$ cat src/hw/rtl/assert_macros.svh
// Assertion macros shared by the line assembler RTL.
`ifndef ASSERT_MACROS_SVH
`define ASSERT_MACROS_SVH

// Check a condition at every clock edge outside reset.
`define ACLA_ASSERT(label, prop, msg) \
   label: assert property (@(posedge clock) disable iff (reset) (prop)) \
      else $error(msg);

// Check that a condition implies another in the same cycle.
`define ACLA_ASSERT_IMP(label, ante, cons, msg) \
   label: assert property (@(posedge clock) disable iff (reset) (ante) |-> (cons)) \
      else $error(msg);

// Check that a condition implies another in the next cycle.
`define ACLA_ASSERT_NEXT(label, ante, cons, msg) \
   label: assert property (@(posedge clock) disable iff (reset) (ante) |=> (cons)) \
      else $error(msg);

`endif

$ cat src/hw/rtl/acla_pkg.sv
// Shared types, constants and helpers of the command line assembler.
package acla_pkg;

   localparam int LINE_BYTES  = 64;
   localparam int CHAR_W      = 7;
   localparam int BYTE_W      = 8;
   localparam int LEN_W       = 6;
   localparam int QUEUE_DEPTH = 4;
   localparam int QUEUE_AW    = $clog2(QUEUE_DEPTH);
   localparam int QUEUE_CW    = $clog2(QUEUE_DEPTH + 1);

   localparam logic [BYTE_W-1:0] BYTE_NUL = 8'h00;
   localparam logic [BYTE_W-1:0] BYTE_BS  = 8'h08;
   localparam logic [BYTE_W-1:0] BYTE_LF  = 8'h0A;
   localparam logic [BYTE_W-1:0] BYTE_CR  = 8'h0D;
   localparam logic [BYTE_W-1:0] BYTE_DEL = 8'h7F;
   localparam logic [BYTE_W-1:0] PRINT_LO = 8'h20;
   localparam logic [BYTE_W-1:0] PRINT_HI = 8'h7E;

   localparam logic [CHAR_W-1:0] CH_A    = 7'h41;
   localparam logic [CHAR_W-1:0] CH_T    = 7'h54;
   localparam logic [CHAR_W-1:0] CH_Z    = 7'h5A;
   localparam logic [CHAR_W-1:0] CH_ZERO = 7'h30;
   localparam logic [CHAR_W-1:0] CH_NINE = 7'h39;

   typedef enum logic [2:0] {
      OP_NONE,
      OP_CHAR,
      OP_BKSP,
      OP_EOL,
      OP_FRAME_END
   } op_code_type;

   typedef struct packed {
      op_code_type       code;
      logic [CHAR_W-1:0] ch;
   } op_type;

   function automatic logic is_upper_or_digit(input logic [CHAR_W-1:0] ch);
      return ((ch >= CH_A) && (ch <= CH_Z)) || ((ch >= CH_ZERO) && (ch <= CH_NINE));
   endfunction

endpackage

$ cat src/hw/rtl/acla_front.sv
// Front end: accepts request beats, classifies bytes and pushes operations.
module acla_front (
   input  logic                       clock,
   input  logic                       reset,
   input  logic                       req_valid,
   output logic                       req_stall,
   input  logic                       req_command,
   input  logic [acla_pkg::BYTE_W-1:0] req_rx_byte,
   output logic                       push,
   output acla_pkg::op_type           push_op,
   input  logic                       queue_ready
);
   import acla_pkg::*;

   logic   valid_ff, valid_in;
   op_type op_ff, op_in;
   op_type op_class;
   logic   take;

   always_comb begin
      op_class.ch = req_rx_byte[CHAR_W-1:0];
      priority if (req_command) begin
         op_class.code = OP_FRAME_END;
      end else if ((req_rx_byte == BYTE_CR) || (req_rx_byte == BYTE_LF)) begin
         op_class.code = OP_EOL;
      end else if ((req_rx_byte == BYTE_BS) || (req_rx_byte == BYTE_DEL)) begin
         op_class.code = OP_BKSP;
      end else if ((req_rx_byte < PRINT_LO) || (req_rx_byte > PRINT_HI)) begin
         // NUL, other control bytes and bytes above the printable range
         op_class.code = OP_NONE;
      end else begin
         op_class.code = OP_CHAR;
      end
   end

   assign req_stall = valid_ff && !queue_ready;
   assign take      = req_valid && !req_stall;
   assign push      = valid_ff && queue_ready;
   assign push_op   = op_ff;

   always_comb begin
      valid_in = valid_ff && !queue_ready;
      op_in    = op_ff;
      if (take) begin
         // drop bytes that change nothing
         valid_in = (op_class.code != OP_NONE);
         op_in    = op_class;
      end
   end

   always_ff @(posedge clock) begin
      if (reset) begin
         valid_ff <= 1'b0;
      end else begin
         valid_ff <= valid_in;
      end
      op_ff <= op_in;
   end

endmodule

$ cat src/hw/rtl/acla_queue.sv
// Short operation queue between the front end and the line engine.
`include "assert_macros.svh"

module acla_queue (
   input  logic             clock,
   input  logic             reset,
   input  logic             push,
   input  acla_pkg::op_type push_op,
   output logic             ready,
   output logic             head_valid,
   output acla_pkg::op_type head_op,
   input  logic             pop
);
   import acla_pkg::*;

   op_type               entries_ff [QUEUE_DEPTH];
   logic [QUEUE_AW-1:0]  head_ff, head_in;
   logic [QUEUE_AW-1:0]  tail_ff, tail_in;
   logic [QUEUE_CW-1:0]  count_ff, count_in;

   assign ready      = (count_ff != QUEUE_CW'(QUEUE_DEPTH));
   assign head_valid = (count_ff != '0);
   assign head_op    = entries_ff[head_ff];

   always_comb begin
      head_in  = head_ff;
      tail_in  = tail_ff;
      count_in = count_ff;
      if (push) begin
         tail_in = QUEUE_AW'((32'(tail_ff) + 1) % QUEUE_DEPTH);
      end
      if (pop) begin
         head_in = QUEUE_AW'((32'(head_ff) + 1) % QUEUE_DEPTH);
      end
      if (push && !pop) begin
         count_in = count_ff + 1'b1;
      end else if (pop && !push) begin
         count_in = count_ff - 1'b1;
      end
   end

   always_ff @(posedge clock) begin
      if (reset) begin
         head_ff  <= '0;
         tail_ff  <= '0;
         count_ff <= '0;
      end else begin
         head_ff  <= head_in;
         tail_ff  <= tail_in;
         count_ff <= count_in;
      end
      if (push) begin
         entries_ff[tail_ff] <= push_op;
      end
   end

   `ACLA_ASSERT_IMP(a_queue_pop_nonempty, pop, count_ff != '0, "pop from empty op queue")

endmodule

$ cat src/hw/rtl/acla_back.sv
// Line engine: keeps the line store, applies operations and emits lines.
`include "assert_macros.svh"

module acla_back #(
   parameter int LINE_BYTES = acla_pkg::LINE_BYTES
) (
   input  logic                        clock,
   input  logic                        reset,
   input  logic                        head_valid,
   input  acla_pkg::op_type            head_op,
   output logic                        pop,
   output logic                        rsp_valid,
   input  logic                        rsp_stall,
   output logic [acla_pkg::CHAR_W-1:0] rsp_line_char,
   output logic                        rsp_last_of_line,
   output logic [acla_pkg::LEN_W-1:0]  rsp_line_length
);
   import acla_pkg::*;

   localparam int STORE_DEPTH = LINE_BYTES - 1;
   localparam int ADDR_W      = $clog2(STORE_DEPTH);
   localparam int FILL_W      = $clog2(LINE_BYTES);
   localparam logic [FILL_W-1:0] STORE_CAP = FILL_W'(LINE_BYTES - 1);

   typedef enum logic [2:0] {
      ST_IDLE,
      ST_CHK_LAST,
      ST_CHK_PREV,
      ST_CHK_LONE,
      ST_EMIT_RD,
      ST_EMIT_OUT,
      ST_SET_T
   } state_type;

   logic [CHAR_W-1:0] store_mem [STORE_DEPTH];
   logic [CHAR_W-1:0] rd_data_ff;
   logic              rd_en, wr_en;
   logic [ADDR_W-1:0] rd_addr, wr_addr;
   logic [CHAR_W-1:0] wr_data;

   state_type         state_ff, state_in;
   logic [FILL_W-1:0] fill_ff, fill_in;
   logic [FILL_W-1:0] cnt_ff, cnt_in;
   logic [FILL_W-1:0] len_ff, len_in;
   logic              split_ff, split_in;
   logic [CHAR_W-1:0] ch_ff, ch_in;
   logic              rsp_valid_ff, rsp_valid_in;
   logic [CHAR_W-1:0] rsp_char_ff, rsp_char_in;
   logic              rsp_last_ff, rsp_last_in;
   logic [LEN_W-1:0]  rsp_len_ff, rsp_len_in;
   logic              out_free;

   assign rsp_valid        = rsp_valid_ff;
   assign rsp_line_char    = rsp_char_ff;
   assign rsp_last_of_line = rsp_last_ff;
   assign rsp_line_length  = rsp_len_ff;
   assign out_free         = !rsp_valid_ff || !rsp_stall;

   always_comb begin
      state_in     = state_ff;
      fill_in      = fill_ff;
      cnt_in       = cnt_ff;
      len_in       = len_ff;
      split_in     = split_ff;
      ch_in        = ch_ff;
      rsp_valid_in = rsp_valid_ff && rsp_stall;
      rsp_char_in  = rsp_char_ff;
      rsp_last_in  = rsp_last_ff;
      rsp_len_in   = rsp_len_ff;
      pop          = 1'b0;
      rd_en        = 1'b0;
      rd_addr      = '0;
      wr_en        = 1'b0;
      wr_addr      = ADDR_W'(fill_ff);
      wr_data      = ch_ff;

      unique case (state_ff)
         ST_IDLE: begin
            if (head_valid) begin
               pop   = 1'b1;
               ch_in = head_op.ch;
               unique case (head_op.code)
                  OP_BKSP: begin
                     if (fill_ff != '0) begin
                        fill_in = fill_ff - 1'b1;
                     end
                  end
                  OP_EOL: begin
                     if (fill_ff != '0) begin
                        len_in   = fill_ff;
                        cnt_in   = '0;
                        split_in = 1'b0;
                        state_in = ST_EMIT_RD;
                     end
                  end
                  OP_FRAME_END: begin
                     if (fill_ff == FILL_W'(1)) begin
                        // a lone 'A' may still become "AT"
                        rd_en    = 1'b1;
                        rd_addr  = '0;
                        state_in = ST_CHK_LONE;
                     end else if (fill_ff != '0) begin
                        len_in   = fill_ff;
                        cnt_in   = '0;
                        split_in = 1'b0;
                        state_in = ST_EMIT_RD;
                     end
                  end
                  OP_CHAR: begin
                     if ((head_op.ch == CH_T) && (fill_ff >= FILL_W'(2))) begin
                        rd_en    = 1'b1;
                        rd_addr  = ADDR_W'(fill_ff - 1'b1);
                        state_in = ST_CHK_LAST;
                     end else if (fill_ff < STORE_CAP) begin
                        wr_en   = 1'b1;
                        wr_data = head_op.ch;
                        fill_in = fill_ff + 1'b1;
                     end
                  end
                  default: begin
                  end
               endcase
            end
         end
         ST_CHK_LAST: begin
            if (rd_data_ff == CH_A) begin
               rd_en    = 1'b1;
               rd_addr  = ADDR_W'(fill_ff - FILL_W'(2));
               state_in = ST_CHK_PREV;
            end else begin
               if (fill_ff < STORE_CAP) begin
                  wr_en   = 1'b1;
                  fill_in = fill_ff + 1'b1;
               end
               state_in = ST_IDLE;
            end
         end
         ST_CHK_PREV: begin
            if (is_upper_or_digit(rd_data_ff)) begin
               if (fill_ff < STORE_CAP) begin
                  wr_en   = 1'b1;
                  fill_in = fill_ff + 1'b1;
               end
               state_in = ST_IDLE;
            end else begin
               // emit the text ahead of the 'A', then restart with "AT"
               len_in   = fill_ff - 1'b1;
               cnt_in   = '0;
               split_in = 1'b1;
               state_in = ST_EMIT_RD;
            end
         end
         ST_CHK_LONE: begin
            if (rd_data_ff == CH_A) begin
               state_in = ST_IDLE;
            end else begin
               len_in   = fill_ff;
               cnt_in   = '0;
               split_in = 1'b0;
               state_in = ST_EMIT_RD;
            end
         end
         ST_EMIT_RD: begin
            rd_en    = 1'b1;
            rd_addr  = ADDR_W'(cnt_ff);
            state_in = ST_EMIT_OUT;
         end
         ST_EMIT_OUT: begin
            if (out_free) begin
               rsp_valid_in = 1'b1;
               rsp_char_in  = rd_data_ff;
               rsp_last_in  = (cnt_ff == len_ff - 1'b1);
               rsp_len_in   = LEN_W'(len_ff);
               cnt_in       = cnt_ff + 1'b1;
               if (cnt_ff == len_ff - 1'b1) begin
                  if (split_ff) begin
                     wr_en    = 1'b1;
                     wr_addr  = '0;
                     wr_data  = CH_A;
                     state_in = ST_SET_T;
                  end else begin
                     fill_in  = '0;
                     state_in = ST_IDLE;
                  end
               end else begin
                  state_in = ST_EMIT_RD;
               end
            end
         end
         ST_SET_T: begin
            wr_en    = 1'b1;
            wr_addr  = ADDR_W'(1);
            wr_data  = CH_T;
            fill_in  = FILL_W'(2);
            state_in = ST_IDLE;
         end
         default: begin
            state_in = ST_IDLE;
         end
      endcase
   end

   always_ff @(posedge clock) begin
      if (reset) begin
         state_ff     <= ST_IDLE;
         fill_ff      <= '0;
         rsp_valid_ff <= 1'b0;
      end else begin
         state_ff     <= state_in;
         fill_ff      <= fill_in;
         rsp_valid_ff <= rsp_valid_in;
      end
      cnt_ff      <= cnt_in;
      len_ff      <= len_in;
      split_ff    <= split_in;
      ch_ff       <= ch_in;
      rsp_char_ff <= rsp_char_in;
      rsp_last_ff <= rsp_last_in;
      rsp_len_ff  <= rsp_len_in;
   end

   always_ff @(posedge clock) begin
      if (wr_en) begin
         store_mem[wr_addr] <= wr_data;
      end
      if (rd_en) begin
         rd_data_ff <= store_mem[rd_addr];
      end
   end

   `ACLA_ASSERT(a_fill_in_range, fill_ff <= STORE_CAP, "fill count beyond store capacity")
   `ACLA_ASSERT_IMP(a_emit_in_line, state_ff == ST_EMIT_OUT, cnt_ff < len_ff, "emit index past line end")
   `ACLA_ASSERT_NEXT(a_split_restart, state_ff == ST_SET_T, fill_ff == FILL_W'(2), "store not left holding AT")
   `ACLA_ASSERT_IMP(a_pop_when_idle, pop, (state_ff == ST_IDLE) && head_valid, "op taken while busy")

endmodule

$ cat src/hw/rtl/at_command_line_assembler.sv
// Top level of the command line assembler: front end, op queue and line engine.
//
//   channel | dir | handshake            | payload
//   req     | in  | req_valid/req_stall  | req_command, req_rx_byte
//   rsp     | out | rsp_valid/rsp_stall  | rsp_line_char, rsp_last_of_line, rsp_line_length
//
// A byte is registered in the front end and queued; the line engine reads the line store
// for it only where the "AT" split check needs earlier characters.
// Each character of a line needs one store read and one output register load;
// after a split, "AT" is rewritten into the store once the line has left.
// Reset clears the fill count, the queue and all valid flags; the store needs no clearing.
// rsp_stall holds the line engine; the four-entry queue keeps taking bytes until full.
module at_command_line_assembler #(
   parameter int LINE_BYTES = acla_pkg::LINE_BYTES
) (
   input  logic                        clock,
   input  logic                        reset,
   input  logic                        req_valid,
   output logic                        req_stall,
   input  logic                        req_command,
   input  logic [acla_pkg::BYTE_W-1:0] req_rx_byte,
   output logic                        rsp_valid,
   input  logic                        rsp_stall,
   output logic [acla_pkg::CHAR_W-1:0] rsp_line_char,
   output logic                        rsp_last_of_line,
   output logic [acla_pkg::LEN_W-1:0]  rsp_line_length
);
   import acla_pkg::*;

   logic   push, queue_ready, head_valid, pop;
   op_type push_op, head_op;

   acla_front u_front (
      .clock       (clock),
      .reset       (reset),
      .req_valid   (req_valid),
      .req_stall   (req_stall),
      .req_command (req_command),
      .req_rx_byte (req_rx_byte),
      .push        (push),
      .push_op     (push_op),
      .queue_ready (queue_ready)
   );

   acla_queue u_queue (
      .clock      (clock),
      .reset      (reset),
      .push       (push),
      .push_op    (push_op),
      .ready      (queue_ready),
      .head_valid (head_valid),
      .head_op    (head_op),
      .pop        (pop)
   );

   acla_back #(
      .LINE_BYTES (LINE_BYTES)
   ) u_back (
      .clock            (clock),
      .reset            (reset),
      .head_valid       (head_valid),
      .head_op          (head_op),
      .pop              (pop),
      .rsp_valid        (rsp_valid),
      .rsp_stall        (rsp_stall),
      .rsp_line_char    (rsp_line_char),
      .rsp_last_of_line (rsp_last_of_line),
      .rsp_line_length  (rsp_line_length)
   );

endmodule

$ cat config.mk
export PLATFORM = sky130hd
export DESIGN_NAME = at_command_line_assembler
export DESIGN_NICKNAME = d
export VERILOG_FILES = /design/src/hw/rtl/acla_pkg.sv /design/src/hw/rtl/acla_front.sv /design/src/hw/rtl/acla_queue.sv /design/src/hw/rtl/acla_back.sv /design/src/hw/rtl/at_command_line_assembler.sv
export VERILOG_INCLUDE_DIRS = /design/src /design/src/hw/rtl
export SDC_FILE = /design/constraint.sdc
export NUM_CORES = 1
export LEC_CHECK = 0
export BUFFER_PORTS_ARGS = -buffer_cell sky130_fd_sc_hd__buf_2
export CORE_ASPECT_RATIO = 2
export CORE_MARGIN = 8
export CORE_UTILIZATION = 60
export DETAILED_ROUTE_END_ITERATION = 16
export PLACE_DENSITY = 0.81
export SYNTH_ARGS = -nofsm -noshare
export SYNTH_HDL_FRONTEND = slang
export SYNTH_SLANG_ARGS = --single-unit
$ cat constraint.sdc
create_clock -name clock -period 10.5 [get_ports clock]
set_clock_uncertainty 0.15 [all_clocks]
set_input_delay 1.575 -clock clock [delete_from_list [all_inputs] [get_ports clock]]
set_output_delay 1.575 -clock clock [all_outputs]
set_load 0.05 [all_outputs]
Yosys cells after proc, flatten, opt, wreduce, memory -nomap -nowiden
Memory sizes are Yosys's and may differ from the RTL's. A register that Yosys moved wholly into a read port is not among the register bits.
Index checks and enable logic that the tools add are counted.
Widths: inputs -> output; s select.

storage, ports and cells
  bits in registers = 62
  bits in latches = 0
  RAM bits = 481
  ROM bits = 0
  input port bits = 13
  output and inout bits = 16
  word-level logic and storage cells = 198
  memories = 2

memories
  name                depth  width  rd ports  clocked after memory_dff  wr ports  RTL line          text
  u_back.store_mem    63     7      1         1                         1         acla_back.sv:35   logic [CHAR_W-1:0] store_mem [STORE_DEPTH];
  u_queue.entries_ff  4      10     1         1                         1         acla_queue.sv:16  op_type entries_ff [QUEUE_DEPTH];

cells by class
  add/sub/neg operators = 9
  $mul = 0
  divide/modulo/power cells = 0
  order comparisons = 8
  equality and inequality tests = 34
  shifts and indexed selects = 0
  multiplexer cells = 95
  bitwise operators = 0
  reductions and logical operators = 34

operators by type and width
  cell                 count
  $mux 6               27
  $mux 7               7
  $pmux 6 s2           4
  $mux 3               14
  $pmux 6 s3           2
  $pmux 6 s5           1
  $mux 1               28
  $eq 8x4->1 const B   3
  $pmux 6 s4           1
  $pmux 7 s3           1
  $pmux 3 s6           1
  $ne 3x3->1 const B   5
  $eq 7x7->1 const B   2
  $add 6x1->6 const B  2
  $eq 3x2->1 const B   4
  $eq 3x3->1 const B   4
  $sub 6x1->6 const B  2
  $ne 2x2->1 const B   5
  $reduce_and 10->1    1
  $logic_and 1x1->1    9
  $pmux 3 s3           1
  $reduce_bool 3->1    3
  $eq 8x7->1 const B   1
  $gt 8x7->1 const B   1
  32 further kinds     51

Longest topological paths before layout
  word-level depth = 8
  mapped depth = 15
  mapped depth without buffers = 11

Cells and area by module
A second synthesis with hierarchy kept.

second synthesis, totals
  cells, all modules = 1738
  area total of the unflattened synthesis = 23580.1 um^2

by module, submodules not included
  module      times used  cells each  area each (um^2)  seq. area each (um^2)
  acla_back   1           1610        21236.6           14674.1
  acla_queue  1           97          1873.0            1381.3
  acla_front  1           31          470.5             320.3

Worst setup path before layout
No wires, ideal clock.

  path type = in2reg
  from = input port rsp_stall
  to = memory u_back.store_mem[0][6] (data pin)
  library setup time = 0.543 ns
  data arrival time = 4.828 ns
  required time = 9.807 ns
  slack = 4.979 ns
  stages = 6
  path buffers = 0
  cells stage by stage = a21oi_1 > and3_1 > nor2_1 > nor2_1 > a311oi_1 > a21oi_1

on the way
  word-level cells in the longest chain between the ends = 4

ends and longest elaborated chain
  what                         RTL line                         text
  from (decl)                  at_command_line_assembler.sv:23  input logic rsp_stall,
  $logic_not 1->1              acla_back.sv:57                  assign out_free = !rsp_valid_ff || !rsp_stall;
  $logic_or 1x1->1             acla_back.sv:57
  $mux 7                       acla_back.sv:169                 if (out_free) begin
  $pmux 7 s3                   acla_back.sv:77                  unique case (state_ff)
  named net u_back.wr_data[6]  acla_back.sv:39                  logic [CHAR_W-1:0] wr_data;
  to (decl)                    acla_back.sv:35

The timed path passes the listed nets, and every way through them passes these cells.

==> impl_results.md <==
* Outcome: complete, no violations
* Hold Buf Count CTS at 0
* Pint at about 4.3 mW
* Max-slew violation count at 0
* Post-synthesis instance area at 23500 um^2
* Ys async rst share at 0
* Crit Path Max Fanout at 12
* Maximum clock path buffer count at 3
* Worst-skew pair later-pin latency at ~0.58 ns
* DR DRC count at 0
* Syn Nets at 1795
* Num rows at just over 100
* Post-synth EDFFs at 532
* First-pass GRT wire length at 93900 um
* Overflow after GRT at 0
* Fillers at 2567
* Post-route ant nets at 0
* Commonest non-fill, non-tap cells in the layout: edfxtp_1, nand2_1, nor2_1
* P&R area growth vs syn at 8.25%
* Lkg Pwr at between 8 and 9 nW
* Max-Slew Margin vs Limit at 0.0825
* Share of cells above drive strength 1 at 0.0928
* WS Path Type: reg -> reg
* Hold Vio Cnt, Final at 0
* Hold slack at ~0.34 ns
* FMAX at between 150 and 200 MHz
* Distinct cells, synth at 81
* I/O Buffers at 28
* Yosys top cell area share at 0.679
* Core area at just under 40000 um^2
* H-tree Lvls at 2
* Switch share at 0.343
* CP startpoint kind: register
* Hpwl dp at between 40000 and 50000 um
* Sequential area share after synthesis at 0.697
* RSZ-0062 raised after global routing: no
* Nets at between 1500 and 2000
* CTS buffer count at 43
* Initial Utilization at 0.608
* Commonest non-fill, non-tap cell in the layout: edfxtp_1
* Die span in x at between 150 and 200 um
* Compound-Gate Fraction of Synth Area at 0.0879
* CTS tree: yes
* Min Tclk post-route at 5.51 ns
* Pin count of the biggest net entering global routing at between 100 and 150
* Comb pwr share at 0.280
* Sw power at roughly 2.3 mW
* Worst-Margin Slew at 1.38 ns
* Min-delay worst type: reg -> reg
* Global Route Usage Sum at 0.275
* Via/cell ratio at ~6.7
* Setup TNS at 0 ns
* Pre-Repair DR Iteration Count at 6
* Iter 0 DRT Violations at 1834
* Reg power frac at 0.468
* Die Footprint at about 46000 um^2
* IO Pins at 29
* Final Setup Violations at 0
* YS warnings at 0
* Crit path capture type: register
* Mux share of post-synthesis cell area at 0.0413
* Die Y at 296 um
* Resize count post-CTS at 0
* # Max-Cap Violations at 0
* DRT Wirelength at 63000 um
* Seq cells post-synth at 552
* Simple-gate share of the synthesized area at 0.129
* ANT cells at 0
* Initial antenna violation count at 1
* Clk root buf: clkbuf_16
* Top FF cell, synth: edfxtp_1
* Crit share post-route at 0.525
* Clock Power Share at 0.252
* Via Count at between 15000 and 20000
* Crit path arrival time at 5.55 ns
* P per Cell Area at 259 nW/um^2
* Mapped Cells at 1766
* Top cells by area, synth: edfxtp_1, nand2_1, mux2i_1
* Area leader, netlist: edfxtp_1
* Required time worst endpoint at ~11 ns
* Post-CTS Repair Setup Buffers at 0
* Avg Cell Area, Syn at ~13 um^2
* Largest family of logic cells by synthesized area: simple AND/OR/NAND/NOR gates
* Worst-path clk slew at ~0.070 ns
* VDD IR max at 257 uV
* XOR/XNOR Fraction of Synth Area at 0.0104
* Sink Count at ~550
* Per-cell routed wire length at approximately 27 um
* Vias in the first global route at ~16000
* GP Congestion at 0.930
* Synthesized-area fraction occupied by adder cells at 0.00883
==> worst paths after layout <==
kind               startpoint                        end  slack [ns]  cells past startpoint
min reg2reg  u_back.len_ff[5]  u_back.rsp_line_length[5]        0.34                      0
max reg2reg          register    u_back.store_mem[55][0]        4.99                      7
min          u_back.len_ff[5]  u_back.rsp_line_length[5]        0.34                      0
max                  register    u_back.store_mem[55][0]        4.99                      7
==> flip-flops by register name (all words and copies together), names as in the netlist, 6 cells and up, named ones only <==
register,cells
u_back.cnt_ff,6
u_back.store_mem,441
u_front.push_op,10
u_back.ch_ff,7
u_back.len_ff,6
u_back.fill_ff,6
u_queue.entries_ff,40
u_back.rd_data_ff,7
u_back.rsp_line_length,6
u_back.rsp_line_char,7
==> cells in the mapped netlist, types with 7 or more instances <==
master and n:
clkbuf_1 38, a211oi_1 11, edfxtp_1 532, a221oi_1 9
a22oi_1 22, a311oi_1 12, inv_1 16, and2_1 9
dfxtp_1 20, nor3_1 20, mux4_2 10, ha_1 15
buf_1 7, nand3_1 106, mux2i_1 69, buf_2 44
nor4_1 23, buf_4 11, a32oi_1 14, a21oi_1 85
nor2_1 131, nand4_1 16, nand2_1 297, and3_1 17
o211ai_1 18, xor2_1 14, xnor2_1 14, a31oi_1 14
o21ai_0 30
==> worst max-delay path, cell delays in order, from the launching register on <==
cell	delay, ns
dfxtp_1	0.76
mux4_2	0.69
nor3b_4	0.63
nand4_2	0.42
o21ai_1	0.65
and2_1	0.28
nand3_1	0.58
nor2_1	0.97
==> power groups by stage <==
stage	Combinational (mW)	Clock (mW)	Sequential [mW]
2_1_floorplan	1.14	0	3.08
3_3_place_gp	1.74	0	3.13
3_5_place_dp	1.79	0	3.13
4_1_cts	1.80	1.66	3.08
5_1_grt	1.93	1.74	3.10
6_report	1.84	1.66	3.09
==> cells by family (layout without fill, tap and decap cells) <==
family,Yosys count,in the layout
AOI/OAI and AO/OA,296,296
xor gates and xnor gates,28,28
adders and majority gates,16,16
buffers and inverters,125,147
DFF,552,552
muxes,84,84
and+or+nand+nor,665,665
==> through the flow <==
stage                     setup WS (ns)  cells  total power, mW  area [um^2]   util
after floorplan                    4.98   1766             4.22        23500      -
after global placement             5.20   2232             4.87        24000  0.622
after detailed placement           5.14   2232             4.92        24000  0.622
after CTS                          5.12   2308             6.55        25500  0.658
after global routing               4.76   2308             6.77        25500  0.658
final                              4.99   2308             6.60        25500  0.658
==> final cells by class <==
type                    count  area [um^2]  share of cell area
flip-flops and latches    552        16400               0.643
multi-input cells        1089         6610               0.260
clock buffers              53         1140              0.0450
well taps                 520          651              0.0256
repair buffers             53          340              0.0134
clock inverters            23          263              0.0103
inverters                  18         67.6             0.00265
==> layer usage <==
| metal | routed length [um] | up-vias | share of wire | GRT usage |
|---|---|---|---|---|
| met5 | 13 | - | 0.00021 | 0 |
| met4 | 5360 | 2 | 0.085 | 0.213 |
| met3 | 4910 | 263 | 0.078 | 0.0363 |
| met2 | 33200 | 1025 | 0.53 | 0.494 |
| met1 | 19500 | 7547 | 0.31 | 0.285 |
| li1 | - | 6646 | - | - |
(Power assumes the default switching activity.)
